File: config.mk
export PLATFORM = sky130hd
export DESIGN_NAME = bc1_bc3_texture_block_decoder
export DESIGN_NICKNAME = d
export VERILOG_FILES = /design/src/hdl/bcd_pkg.sv /design/src/hdl/bcd_front.sv /design/src/hdl/bcd_queue.sv /design/src/hdl/bcd_back.sv /design/src/hdl/bc1_bc3_texture_block_decoder.sv
export SDC_FILE = /design/constraint.sdc
export NUM_CORES = 2
export LEC_CHECK = 0
export ABC_AREA = 1
export BUFFER_PORTS_ARGS = -buffer_cell sky130_fd_sc_hd__buf_4
export CAP_MARGIN = 20
export CORE_UTILIZATION = 40
export DETAILED_ROUTE_END_ITERATION = 12
export HOLD_SLACK_MARGIN = 0.12
export PLACE_DENSITY = 0.67
export SLEW_MARGIN = 0
export SYNTH_ARGS = -nofsm -noshare
export SYNTH_HDL_FRONTEND = slang
export SYNTH_SLANG_ARGS = --single-unit
File: constraint.sdc
create_clock -name aclk -period 23 [get_ports aclk]
set_input_delay 4.6 -clock aclk [delete_from_list [all_inputs] [get_ports aclk]]
set_output_delay 4.6 -clock aclk [all_outputs]
set_load 0.005 [all_outputs]
File: src/hdl/bcd_pkg.sv
package bcd_pkg;

    localparam int COLOR_W   = 64;
    localparam int ALPHA_W   = 64;
    localparam int S_DATA_W  = COLOR_W + ALPHA_W;
    localparam int RGBA_W    = 32;
    localparam int M_DATA_W  = 40;
    localparam int CNT_W     = 4;
    localparam logic [CNT_W-1:0] LAST_PIXEL = 4'd15;
    localparam int ASUM_W    = 11;
    localparam int QDEPTH    = 2;

    localparam logic FMT_BC1 = 1'b0;
    localparam logic FMT_BC3 = 1'b1;

    // One decoded block waiting for the pixel stage.
    typedef struct packed {
        logic [3:0][31:0] cpal;   // RGBA palette, alpha valid for BC1
        logic [7:0][7:0]  apal;   // alpha palette, used for BC3
        logic [15:0][1:0] cidx;
        logic [15:0][2:0] aidx;
        logic             bc3;
    } bcd_entry_t;

    function automatic logic [7:0] exp5(input logic [4:0] v);
        logic [13:0] t;
        t = 14'(v) * 14'd527 + 14'd23;
        return t[13:6];
    endfunction

    function automatic logic [7:0] exp6(input logic [5:0] v);
        logic [13:0] t;
        t = 14'(v) * 14'd259 + 14'd33;
        return t[13:6];
    endfunction

    // Two thirds of the way from b toward a, 5-bit channel.
    function automatic logic [7:0] third5(input logic [4:0] a, input logic [4:0] b);
        logic [15:0] t;
        t = (16'(a) * 16'd2 + 16'(b)) * 16'd351 + 16'd61;
        return t[14:7];
    endfunction

    function automatic logic [7:0] third6(input logic [5:0] a, input logic [5:0] b);
        logic [18:0] t;
        t = (19'(a) * 19'd2 + 19'(b)) * 19'd2763 + 19'd1039;
        return t[18:11];
    endfunction

    function automatic logic [7:0] mid5(input logic [4:0] a, input logic [4:0] b);
        logic [15:0] t;
        t = (16'(a) + 16'(b)) * 16'd1053 + 16'd125;
        return t[15:8];
    endfunction

    function automatic logic [7:0] mid6(input logic [5:0] a, input logic [5:0] b);
        logic [18:0] t;
        t = (19'(a) + 19'(b)) * 19'd4145 + 19'd1019;
        return t[18:11];
    endfunction

    // Exact floor(s / 7) for s below 1792, by reciprocal multiply.
    function automatic logic [7:0] div7(input logic [ASUM_W-1:0] s);
        logic [24:0] p;
        p = 25'(s) * 25'd2341;
        return p[21:14];
    endfunction

    // Exact floor(s / 5) for s below 1280, by reciprocal multiply.
    function automatic logic [7:0] div5(input logic [ASUM_W-1:0] s);
        logic [24:0] p;
        p = 25'(s) * 25'd3277;
        return p[21:14];
    endfunction

endpackage

File: src/hdl/bcd_front.sv
module bcd_front (
    input  logic                         aclk,
    input  logic                         aresetn,
    input  logic                         in_valid,
    output logic                         in_ready,
    input  logic [bcd_pkg::COLOR_W-1:0]  in_color,
    input  logic [bcd_pkg::ALPHA_W-1:0]  in_alpha,
    input  logic                         fmt,
    output logic                         out_valid,
    input  logic                         out_ready,
    output bcd_pkg::bcd_entry_t          out_entry
);

    logic adv;

    // Stage 1 registers: endpoints, interpolants, alpha weighted sums.
    logic                             st1_valid_reg;
    logic [23:0]                      ep0_reg, ep1_reg, thr2_reg, thr3_reg, mid_reg;
    logic                             four_reg, bc3_reg, six_reg;
    logic [7:0]                       a0_reg, a1_reg;
    logic [5:0][bcd_pkg::ASUM_W-1:0]  s6_reg;
    logic [3:0][bcd_pkg::ASUM_W-1:0]  s4_reg;
    logic [15:0][1:0]                 cidx_reg;
    logic [15:0][2:0]                 aidx_reg;

    logic [23:0]                      ep0_next, ep1_next, thr2_next, thr3_next, mid_next;
    logic [5:0][bcd_pkg::ASUM_W-1:0]  s6_next;
    logic [3:0][bcd_pkg::ASUM_W-1:0]  s4_next;

    // Stage 2 register: finished palettes.
    logic                st2_valid_reg;
    bcd_pkg::bcd_entry_t st2_reg, st2_next;

    logic [15:0] c0, c1;
    logic [4:0]  r0, r1, b0, b1;
    logic [5:0]  g0, g1;
    logic [7:0]  a0, a1;

    assign adv      = !st2_valid_reg || out_ready;
    assign in_ready = adv;

    always_comb begin
        c0 = in_color[15:0];
        c1 = in_color[31:16];
        r0 = c0[15:11];
        g0 = c0[10:5];
        b0 = c0[4:0];
        r1 = c1[15:11];
        g1 = c1[10:5];
        b1 = c1[4:0];
        a0 = in_alpha[7:0];
        a1 = in_alpha[15:8];
        ep0_next  = {bcd_pkg::exp5(b0), bcd_pkg::exp6(g0), bcd_pkg::exp5(r0)};
        ep1_next  = {bcd_pkg::exp5(b1), bcd_pkg::exp6(g1), bcd_pkg::exp5(r1)};
        thr2_next = {bcd_pkg::third5(b0, b1), bcd_pkg::third6(g0, g1),
                     bcd_pkg::third5(r0, r1)};
        thr3_next = {bcd_pkg::third5(b1, b0), bcd_pkg::third6(g1, g0),
                     bcd_pkg::third5(r1, r0)};
        mid_next  = {bcd_pkg::mid5(b0, b1), bcd_pkg::mid6(g0, g1), bcd_pkg::mid5(r0, r1)};
        for (int k = 1; k <= 6; k++) begin
            s6_next[k-1] = bcd_pkg::ASUM_W'(7 - k) * bcd_pkg::ASUM_W'(a0)
                         + bcd_pkg::ASUM_W'(k) * bcd_pkg::ASUM_W'(a1)
                         + bcd_pkg::ASUM_W'(1);
        end
        for (int k = 1; k <= 4; k++) begin
            s4_next[k-1] = bcd_pkg::ASUM_W'(5 - k) * bcd_pkg::ASUM_W'(a0)
                         + bcd_pkg::ASUM_W'(k) * bcd_pkg::ASUM_W'(a1)
                         + bcd_pkg::ASUM_W'(1);
        end
    end

    always_ff @(posedge aclk) begin
        if (!aresetn) begin
            st1_valid_reg <= 1'b0;
        end else if (adv) begin
            st1_valid_reg <= in_valid;
        end
        if (adv) begin
            ep0_reg  <= ep0_next;
            ep1_reg  <= ep1_next;
            thr2_reg <= thr2_next;
            thr3_reg <= thr3_next;
            mid_reg  <= mid_next;
            bc3_reg  <= (fmt == bcd_pkg::FMT_BC3);
            four_reg <= (c0 > c1) || (fmt == bcd_pkg::FMT_BC3);
            six_reg  <= (a0 > a1);
            a0_reg   <= a0;
            a1_reg   <= a1;
            s6_reg   <= s6_next;
            s4_reg   <= s4_next;
            cidx_reg <= in_color[63:32];
            aidx_reg <= in_alpha[63:16];
        end
    end

    always_comb begin
        st2_next.cpal[0] = {8'hFF, ep0_reg};
        st2_next.cpal[1] = {8'hFF, ep1_reg};
        if (four_reg) begin
            st2_next.cpal[2] = {8'hFF, thr2_reg};
            st2_next.cpal[3] = {8'hFF, thr3_reg};
        end else begin
            // Three-color block: midpoint plus transparent black.
            st2_next.cpal[2] = {8'hFF, mid_reg};
            st2_next.cpal[3] = 32'h0;
        end
        st2_next.apal[0] = a0_reg;
        st2_next.apal[1] = a1_reg;
        if (six_reg) begin
            for (int k = 0; k < 6; k++) begin
                st2_next.apal[k+2] = bcd_pkg::div7(s6_reg[k]);
            end
        end else begin
            for (int k = 0; k < 4; k++) begin
                st2_next.apal[k+2] = bcd_pkg::div5(s4_reg[k]);
            end
            st2_next.apal[6] = 8'h00;
            st2_next.apal[7] = 8'hFF;
        end
        st2_next.cidx = cidx_reg;
        st2_next.aidx = aidx_reg;
        st2_next.bc3  = bc3_reg;
    end

    always_ff @(posedge aclk) begin
        if (!aresetn) begin
            st2_valid_reg <= 1'b0;
        end else if (adv) begin
            st2_valid_reg <= st1_valid_reg;
        end
        if (adv) begin
            st2_reg <= st2_next;
        end
    end

    assign out_valid = st2_valid_reg;
    assign out_entry = st2_reg;

endmodule

File: src/hdl/bcd_queue.sv
module bcd_queue (
    input  logic                aclk,
    input  logic                aresetn,
    input  logic                in_valid,
    output logic                in_ready,
    input  bcd_pkg::bcd_entry_t in_entry,
    output logic                out_valid,
    input  logic                out_pop,
    output bcd_pkg::bcd_entry_t out_entry
);

    bcd_pkg::bcd_entry_t entry_reg [bcd_pkg::QDEPTH];
    logic       wr_ptr_reg, wr_ptr_next;
    logic       rd_ptr_reg, rd_ptr_next;
    logic [1:0] count_reg, count_next;
    logic       push, pop;

    assign in_ready  = (count_reg != 2'(bcd_pkg::QDEPTH));
    assign out_valid = (count_reg != 2'd0);
    assign push      = in_valid && in_ready;
    assign pop       = out_pop && out_valid;
    assign out_entry = entry_reg[rd_ptr_reg];

    always_comb begin
        wr_ptr_next = push ? !wr_ptr_reg : wr_ptr_reg;
        rd_ptr_next = pop ? !rd_ptr_reg : rd_ptr_reg;
        count_next  = count_reg + 2'(push) - 2'(pop);
    end

    always_ff @(posedge aclk) begin
        if (!aresetn) begin
            wr_ptr_reg <= 1'b0;
            rd_ptr_reg <= 1'b0;
            count_reg  <= 2'd0;
        end else begin
            wr_ptr_reg <= wr_ptr_next;
            rd_ptr_reg <= rd_ptr_next;
            count_reg  <= count_next;
        end
        if (push) begin
            entry_reg[wr_ptr_reg] <= in_entry;
        end
    end

endmodule

File: src/hdl/bcd_back.sv
module bcd_back (
    input  logic                          aclk,
    input  logic                          aresetn,
    input  logic                          in_valid,
    output logic                          in_pop,
    input  bcd_pkg::bcd_entry_t           in_entry,
    output logic                          m_valid,
    input  logic                          m_ready,
    output logic [bcd_pkg::RGBA_W-1:0]    m_rgba,
    output logic [1:0]                    m_x,
    output logic [1:0]                    m_y,
    output logic                          m_last
);

    logic [bcd_pkg::CNT_W-1:0] cnt_reg, cnt_next;
    logic                      valid_reg, valid_next;
    logic [bcd_pkg::RGBA_W-1:0] rgba_reg, rgba_next;
    logic [1:0]                x_reg, y_reg;
    logic                      last_reg;
    logic                      load;

    assign load   = in_valid && (!valid_reg || m_ready);
    assign in_pop = load && (cnt_reg == bcd_pkg::LAST_PIXEL);

    always_comb begin
        rgba_next = in_entry.cpal[in_entry.cidx[cnt_reg]];
        if (in_entry.bc3) begin
            rgba_next[31:24] = in_entry.apal[in_entry.aidx[cnt_reg]];
        end
        cnt_next   = load ? cnt_reg + 4'd1 : cnt_reg;
        valid_next = load || (valid_reg && !m_ready);
    end

    always_ff @(posedge aclk) begin
        if (!aresetn) begin
            cnt_reg   <= '0;
            valid_reg <= 1'b0;
        end else begin
            cnt_reg   <= cnt_next;
            valid_reg <= valid_next;
        end
        if (load) begin
            rgba_reg <= rgba_next;
            x_reg    <= cnt_reg[1:0];
            y_reg    <= cnt_reg[3:2];
            last_reg <= (cnt_reg == bcd_pkg::LAST_PIXEL);
        end
    end

    assign m_valid = valid_reg;
    assign m_rgba  = rgba_reg;
    assign m_x     = x_reg;
    assign m_y     = y_reg;
    assign m_last  = last_reg;

endmodule

File: src/hdl/bc1_bc3_texture_block_decoder.sv
// BC1 / BC3 block decoder. Each request on the slave stream carries one
// compressed 4x4 block (color half in the low 64 bits, alpha half above it),
// and the master stream returns its sixteen pixels in raster order as RGBA8
// words packed 0xAABBGGRR, with tlast on the sixteenth. The format register
// (0 = BC1, 1 = BC3) is sampled when a block is accepted and should only be
// written while the decoder is idle. The front end builds both palettes in
// two pipeline stages, a two-entry block queue follows, and the pixel stage
// emits one pixel per cycle while a block is queued and m_tready is high.
// Sustained throughput is therefore set by the pixel stage. The first pixel
// of a block passes the stage-1 and stage-2 registers, the queue entry and the
// pixel output register, and new blocks are taken while earlier pixels are
// still being sent.
module bc1_bc3_texture_block_decoder (
    input  logic                           aclk,
    input  logic                           aresetn,
    // Configuration: format bit.
    input  logic                           cfg_we,
    input  logic                           cfg_wdata,
    // Block input.
    input  logic                           s_tvalid,
    output logic                           s_tready,
    input  logic [bcd_pkg::S_DATA_W-1:0]   s_tdata,  // color_word[63:0], alpha_word[127:64]
    // Pixel output.
    output logic                           m_tvalid,
    input  logic                           m_tready,
    output logic [bcd_pkg::M_DATA_W-1:0]   m_tdata,  // pixel_rgba[31:0], pixel_x[33:32],
                                                     // pixel_y[35:34], zero[39:36]
    output logic                           m_tlast
);

    logic                format_reg;
    logic                fr_valid, fr_ready;
    bcd_pkg::bcd_entry_t fr_entry;
    logic                q_valid, q_pop;
    bcd_pkg::bcd_entry_t q_entry;
    logic [bcd_pkg::RGBA_W-1:0] px_rgba;
    logic [1:0]          px_x, px_y;

    // The format register is the only configuration state.
    always_ff @(posedge aclk) begin
        if (!aresetn) begin
            format_reg <= bcd_pkg::FMT_BC1;
        end else if (cfg_we) begin
            format_reg <= cfg_wdata;
        end
    end

    // Front end: unpacks endpoints and builds the color and alpha palettes.
    bcd_front u_front (
        .aclk      (aclk),
        .aresetn   (aresetn),
        .in_valid  (s_tvalid),
        .in_ready  (s_tready),
        .in_color  (s_tdata[bcd_pkg::COLOR_W-1:0]),
        .in_alpha  (s_tdata[bcd_pkg::S_DATA_W-1:bcd_pkg::COLOR_W]),
        .fmt       (format_reg),
        .out_valid (fr_valid),
        .out_ready (fr_ready),
        .out_entry (fr_entry)
    );

    // Two decoded blocks may wait here so the front end keeps accepting
    // while the pixel stage drains the current block.
    bcd_queue u_queue (
        .aclk      (aclk),
        .aresetn   (aresetn),
        .in_valid  (fr_valid),
        .in_ready  (fr_ready),
        .in_entry  (fr_entry),
        .out_valid (q_valid),
        .out_pop   (q_pop),
        .out_entry (q_entry)
    );

    // Pixel stage: walks the sixteen indices and looks up the palettes.
    bcd_back u_back (
        .aclk     (aclk),
        .aresetn  (aresetn),
        .in_valid (q_valid),
        .in_pop   (q_pop),
        .in_entry (q_entry),
        .m_valid  (m_tvalid),
        .m_ready  (m_tready),
        .m_rgba   (px_rgba),
        .m_x      (px_x),
        .m_y      (px_y),
        .m_last   (m_tlast)
    );

    assign m_tdata = {4'b0000, px_y, px_x, px_rgba};

endmodule

Word level (Yosys, flattened, before mapping)
Memory sizes are Yosys's and may differ from the RTL's. A register that Yosys moved wholly into a read port is not among the register bits.
Cells that the tools add are included.
Widths: inputs -> output; s select.
Operators by class
  add/subtract/negate cells: 47
  $mul: 31
  magnitude comparators: 5
  equal/unequal tests: 2
  mux-type cells: 15
  reductions and logical operators: 15
Operators with widths (number)
  $mul 11x12->22 const B: 10
  $add 11x1->11 const B: 10
  $bmux 32 s2: 1
  $mul 16x9->15 const B: 4
  $mux 32: 2
  $mux 64: 1
  $add 15x6->15 const B: 4
  $add 14x5->14 const B: 4
  $mul 5x10->14 const B: 4
  $mul 2x8->10 const A: 4
  $add 19x11->19 const B: 2
  $mul 19x12->19 const B: 2
  $add 16x7->16 const B: 2
  $mul 16x11->16 const B: 2
  $add 14x6->14 const B: 2
  $add 6x5->7: 4
  $mul 6x9->14 const B: 2
  $bmux 8 s3: 1
  $add 10x10->11: 2
  $mul 3x8->11 const A: 2
  $add 19x10->19 const B: 1
  $mul 19x13->19 const B: 1
  $add 7x6->8: 2
  $gt 16x16->1: 1
  other kinds (29): 45
Word-level totals
  register bits: 635
  memory bits (writable): 514
  bits of input ports: 134
  output and inout bits: 43
  logic and storage cells: 226
  memories: 1
Memories
  u_queue.entry_reg: words 2, width 257, read ports 1, clocked after Yosys merged registers in 1, wr ports 1, RTL line bcd_queue.sv:12  | bcd_pkg::bcd_entry_t entry_reg [bcd_pkg::QDEPTH];

Logic depth before layout (Yosys ltp)
  depth in word-level cells: 7
  mapped depth: 28
  mapped depth without buffers: 28

Modules after synthesis
Synthesis repeated with hierarchy kept, for this count alone.
Second synthesis, totals
  cell total of the unflattened synthesis: 7953
  area, all modules: 85011.5 um2
Modules (own cells, without submodules)
  bcd_front: instances 1, cells each 6366, area each 60276.6 um2, seq. area each 16886.2 um2
  bcd_queue: instances 1, cells each 885, area each 20103.0 um2, seq. area each 16495.8 um2
  bcd_back: instances 1, cells each 691, area each 4556.9 um2, seq. area each 1211.2 um2
  bc1_bc3_texture_block_decoder: instances 1, cells each 11, area each 75.1 um2, seq. area each 20.0 um2

Least setup slack after synthesis
OpenSTA, ideal clock, no wires.
  path kind: flip-flop to output port
  start: reg u_front.st2_valid_reg, in the netlist u_front.out_valid
  end: out s_tready
  data arrival time: 13.748 ns
  required time: 18.400 ns
  slack: 4.652 ns
  stages on the path, launching flop included: 2
  path buffers: 0
  path through: dfxtp_1 -> nand3_1
On the way
  cells in the longest elaborated chain, start to end: 2
Ends and longest elaborated chain
  start, declared: RTL line bcd_front.sv:31  | logic st2_valid_reg;
  start signal, assigned: RTL line bcd_front.sv:129  | st2_valid_reg <= st1_valid_reg;
  $logic_not 1->1: RTL line bcd_front.sv:39  | assign adv = !st2_valid_reg || out_ready;
  $logic_or 1x1->1: RTL line bcd_front.sv:39
  end, declared: RTL line bc1_bc3_texture_block_decoder.sv:21  | output logic s_tready,
Every way passes these cells.

Worst setup path after layout
  start: in s_tdata[16] (netlist bit)
  end: reg u_front.thr3_reg[23] (data pin)
On the way
  cells in the longest elaborated chain, start to end: 3
Ends and longest elaborated chain
  start, declared: RTL line bc1_bc3_texture_block_decoder.sv:22  | input logic [bcd_pkg::S_DATA_W-1:0] s_tdata,
  $add 6x5->7: RTL line bcd_pkg.sv:40  | t = (16'(a) * 16'd2 + 16'(b)) * 16'd351 + 16'd61;
  $mul 16x9->15: RTL line bcd_pkg.sv:40
  $add 15x6->15: RTL line bcd_pkg.sv:40
  via u_front.thr3_next[23]: RTL line bcd_front.sv:26  | logic [23:0] ep0_next, ep1_next, thr2_next, thr3_next, mid_next;
  end signal, assigned: RTL line bcd_front.sv:82  | thr3_reg <= thr3_next;
  end, declared: RTL line bcd_front.sv:18  | logic [23:0] ep0_reg, ep1_reg, thr2_reg, thr3_reg, mid_reg;
The timed path passes the listed nets, and every way through them passes these cells.
A chain may end at the register's enable or synchronous reset.

==> key figures <==
Outcome
  • Run status: completed

Die
  • Die outline width: 444.0 µm
  • Die outline height: 444.0 µm
  • Die ar.: roughly 200000 µm²
  • Area of the core: 193400 µm²
  • Standard-cell row count: roughly 160
  • Top-level port count: 177
  • Initial cell density of the core: approximately two fifths

Place
  • Estimated wirelength of the detail-placed design: about 130000 µm
  • Routability Congestion: 0.9012
  • Post-placement cell area: between 80000 and 90000 µm²
  • Setup slack at placement: around 13 ns
  • # port buffers: around 170
  • Number of instances in the placed design: just under 10000

Clocking
  • Clock transition at the register clock pins on the worst setup and hold paths after CTS: roughly 0.060 ns
  • Post-CTS setup buffer count: 0
  • Clk sink count: 1095
  • Post-CTS Hold Buffers: 0
  • Clock Tree Buf Depth: 3
  • Number of gates resized after CTS: 0
  • CTS tree: built
  • Root Buffer Master: sky130_fd_sc_hd__clkbuf_16
  • Clk_lat worst skew: 0.76 ns
  • Number of buffers created by CTS: 110
  • Total number of H-tree levels: 3

Finish
  • Number of nets at the end of the flow: 9117
  • Flip-flop count of the largest register after layout: 484
  • Highest-count cells in the layout ignoring fill and taps: sky130_fd_sc_hd__ha_1, sky130_fd_sc_hd__inv_1, sky130_fd_sc_hd__edfxtp_1, sky130_fd_sc_hd__nand2_1, sky130_fd_sc_hd__fa_1
  • Fraction of layout instances using a drive strength above 1: about 6.1%
  • Area growth from synthesis to layout: 10.19%
  • Fillers: between 15000 and 20000
  • Non-filler cells, final: ~9900
  • Most common library cell in the layout ignoring fill and taps: sky130_fd_sc_hd__ha_1
  • Final Cell Area: around 86000 µm²
  • FF/Latch Area: 32760 µm²
  • Area used by multi-input combinational logic: roughly 40000 µm²

Critical path
  • Slowest CP cell: sky130_fd_sc_hd__fa_1
  • Cell family with most CP delay: adder cells
  • Type of destination of the critical path: register
  • Crit path DAT: just over 10 ns
  • Source of the worst register-to-register timing path: u_queue.count_reg[0]
  • Setup CP Type: in -> reg
  • Worst endpoint required time: 23.50 ns
  • Worst stage delay on the critical path: 0.60 ns
  • Crit Path Max Fanout: 13
  • Critical path startpoint: s_tdata[16]
  • Startpoint type of the worst setup path: primary input
  • Cell-by-cell listing of the critical path: buf_4 -> ha_1 -> inv_1 -> fa_1 -> o31ai_1 -> xor2_1 -> inv_1 -> fa_1 -> inv_1 -> fa_1 -> fa_1 -> fa_1 -> inv_1 -> ha_1 -> a21oi_1 -> o21ai_0 -> a21oi_1 -> o21ai_0 -> nand2_1 -> nand2_1 -> nand2_1 -> nand2_1 -> xor2_1
  • Dominant cell type by count on the critical path: sky130_fd_sc_hd__fa_1
  • CP bufs+invs: 5

Synth
  • Cell area after technology mapping: 78160 µm²
  • Number of synthesized flops with an enable pin: roughly 1100
  • Top post-synthesis cells by area: sky130_fd_sc_hd__edfxtp_1, sky130_fd_sc_hd__ha_1, sky130_fd_sc_hd__fa_1
  • Cell accounting for the most synthesized area: sky130_fd_sc_hd__edfxtp_1
  • Count of synthesis-stage warnings from yosys: 0
  • Most used DFF post-synth: sky130_fd_sc_hd__edfxtp_1
  • Area share of the leading cell type in the synthesized netlist: between 40% and 50%
  • Number of library cell types mapped by synthesis: 52
  • Post-synthesis async set-or-reset flop share: 0%
  • Synthesized instance count: ~7000
  • Sequential area share after synthesis: a little over two fifths
  • Synthesized area divided by synthesized cell count: 11.03 µm²
  • Yosys reg bits: around 1100

GRT
  • Vias in the first global route: 51423
  • Grt ovf: 0
  • GRT Util Overall: 17.74%
  • Global-route wire length before repair: ~280000 µm
  • Number of antenna violations at the first check in global routing: 7
  • Pin count of the biggest net entering global routing: ~150

Detailed routing
  • DRT antenna net count: 0
  • Via count: 49889
  • Drt initial violations: 2804
  • Iteration count of the initial detailed-routing pass: 7
  • Via-per-instance ratio: approximately 5
  • Wire length per cell after detailed routing: 17.49 µm
  • Final routed DRC violation total: 0
  • Final wirelength: roughly 170000 µm

STA
  • Final worst-path setup slack: between 10 and 15 ns
  • Measured slew at the worst slew-check pin: 1.010 ns
  • Number of slew-limit violations in the final report: 0
  • Final Setup Violations: 0
  • Final Critical Period: 9.644 ns
  • Hold violation total from the final report: 0
  • Max_slew headroom: 32.67%
  • Highest clock frequency the design can meet: a little over 100 MHz
  • Final TNS setup: 0 ns
  • Period utilisation layout: approximately two fifths
  • Post-route clock skew: approximately 0.063 ns
  • Setup repair after global routing missed its margin: no

Hold path
  • Hold Crit Class: reg -> reg
  • Hold Path Origin: u_front.a1_reg[5]

Flow run
  • Maximum capacitance violations: 0
-- cells in the mapped netlist (21+ instances only) --
library cell,instances
sky130_fd_sc_hd__o21ai_0,242
sky130_fd_sc_hd__fa_1,416
sky130_fd_sc_hd__nand3_1,363
sky130_fd_sc_hd__nand2_1,922
sky130_fd_sc_hd__inv_1,1237
sky130_fd_sc_hd__o21bai_1,37
sky130_fd_sc_hd__xnor2_1,75
sky130_fd_sc_hd__mux2i_1,161
sky130_fd_sc_hd__nor2_1,260
sky130_fd_sc_hd__buf_2,29
sky130_fd_sc_hd__a21o_1,36
sky130_fd_sc_hd__edfxtp_1,1082
sky130_fd_sc_hd__nand4_1,38
sky130_fd_sc_hd__nor3_1,32
sky130_fd_sc_hd__mux2_2,25
sky130_fd_sc_hd__buf_4,33
sky130_fd_sc_hd__ha_1,1247
sky130_fd_sc_hd__a21oi_1,411
sky130_fd_sc_hd__clkbuf_1,21
sky130_fd_sc_hd__xor2_1,218
-- cells by family (layout without fill, tap and decap cells) --
family / Yosys count / in the layout / share of synthesized area [%]
AO/OA/AOI/OAI: 851 / 851 / 6.105
XOR/XNOR: 293 / 293 / 3.283
adder cells (fa/ha/maj): 1663 / 1663 / 30.62
buffers and inverters: 1335 / 1659 / 6.723
flip-flops: 1095 / 1095 / 41.90
multiplexers: 186 / 186 / 2.422
other: 1 / 5 / 0.004798
AND/OR/NAND/NOR: 1665 / 1665 / 8.942
-- final cells by class --
| type | count | area share [%] |
|---|---|---|
| clock inverter | 81 | 1.017 |
| timing repair buffer | 211 | 1.929 |
| sequential | 1095 | 38.03 |
| tap | 2526 | 3.670 |
| antenna | 1 | 0.002905 |
| inverter | 1240 | 5.404 |
| multi-input combinational | 4662 | 46.68 |
| clock buffer | 127 | 3.270 |
-- path summary, 6_finish.rpt --
kind         slack (ns)  cells past startpoint               endpoint
max               13.36                     23   u_front.thr3_reg[23]
min                0.36                      0  u_front.out_entry[94]
max reg2reg       17.88                      8   u_front.thr2_reg[23]
min reg2reg        0.36                      0  u_front.out_entry[94]
-- per-stage QoR --
step | utilization (%) | hold WS [ns]
final | 44.54 | 0.3554
after global routing | 44.54 | 0.3678
after CTS | 44.51 | 0.3530
after detailed placement | 42.60 | 0.4045
after global placement | 42.60 | 0.4001
after floorplan | - | 0.4003
-- metal layers --
metal	track usage, %	share of wire (%)	wire length (µm)	vias to the layer above
met5	0	0	0	-
met4	7.233	4.2	7313	0
met3	1.818	3.2	5519	312
met2	31.35	50	86440	864
met1	22.06	43	74660	24137
li1	-	-	-	24576
Power is left out: the tool's default activity adds up to more than one toggle a clock period on the data nets, which glitch-free logic cannot reach.
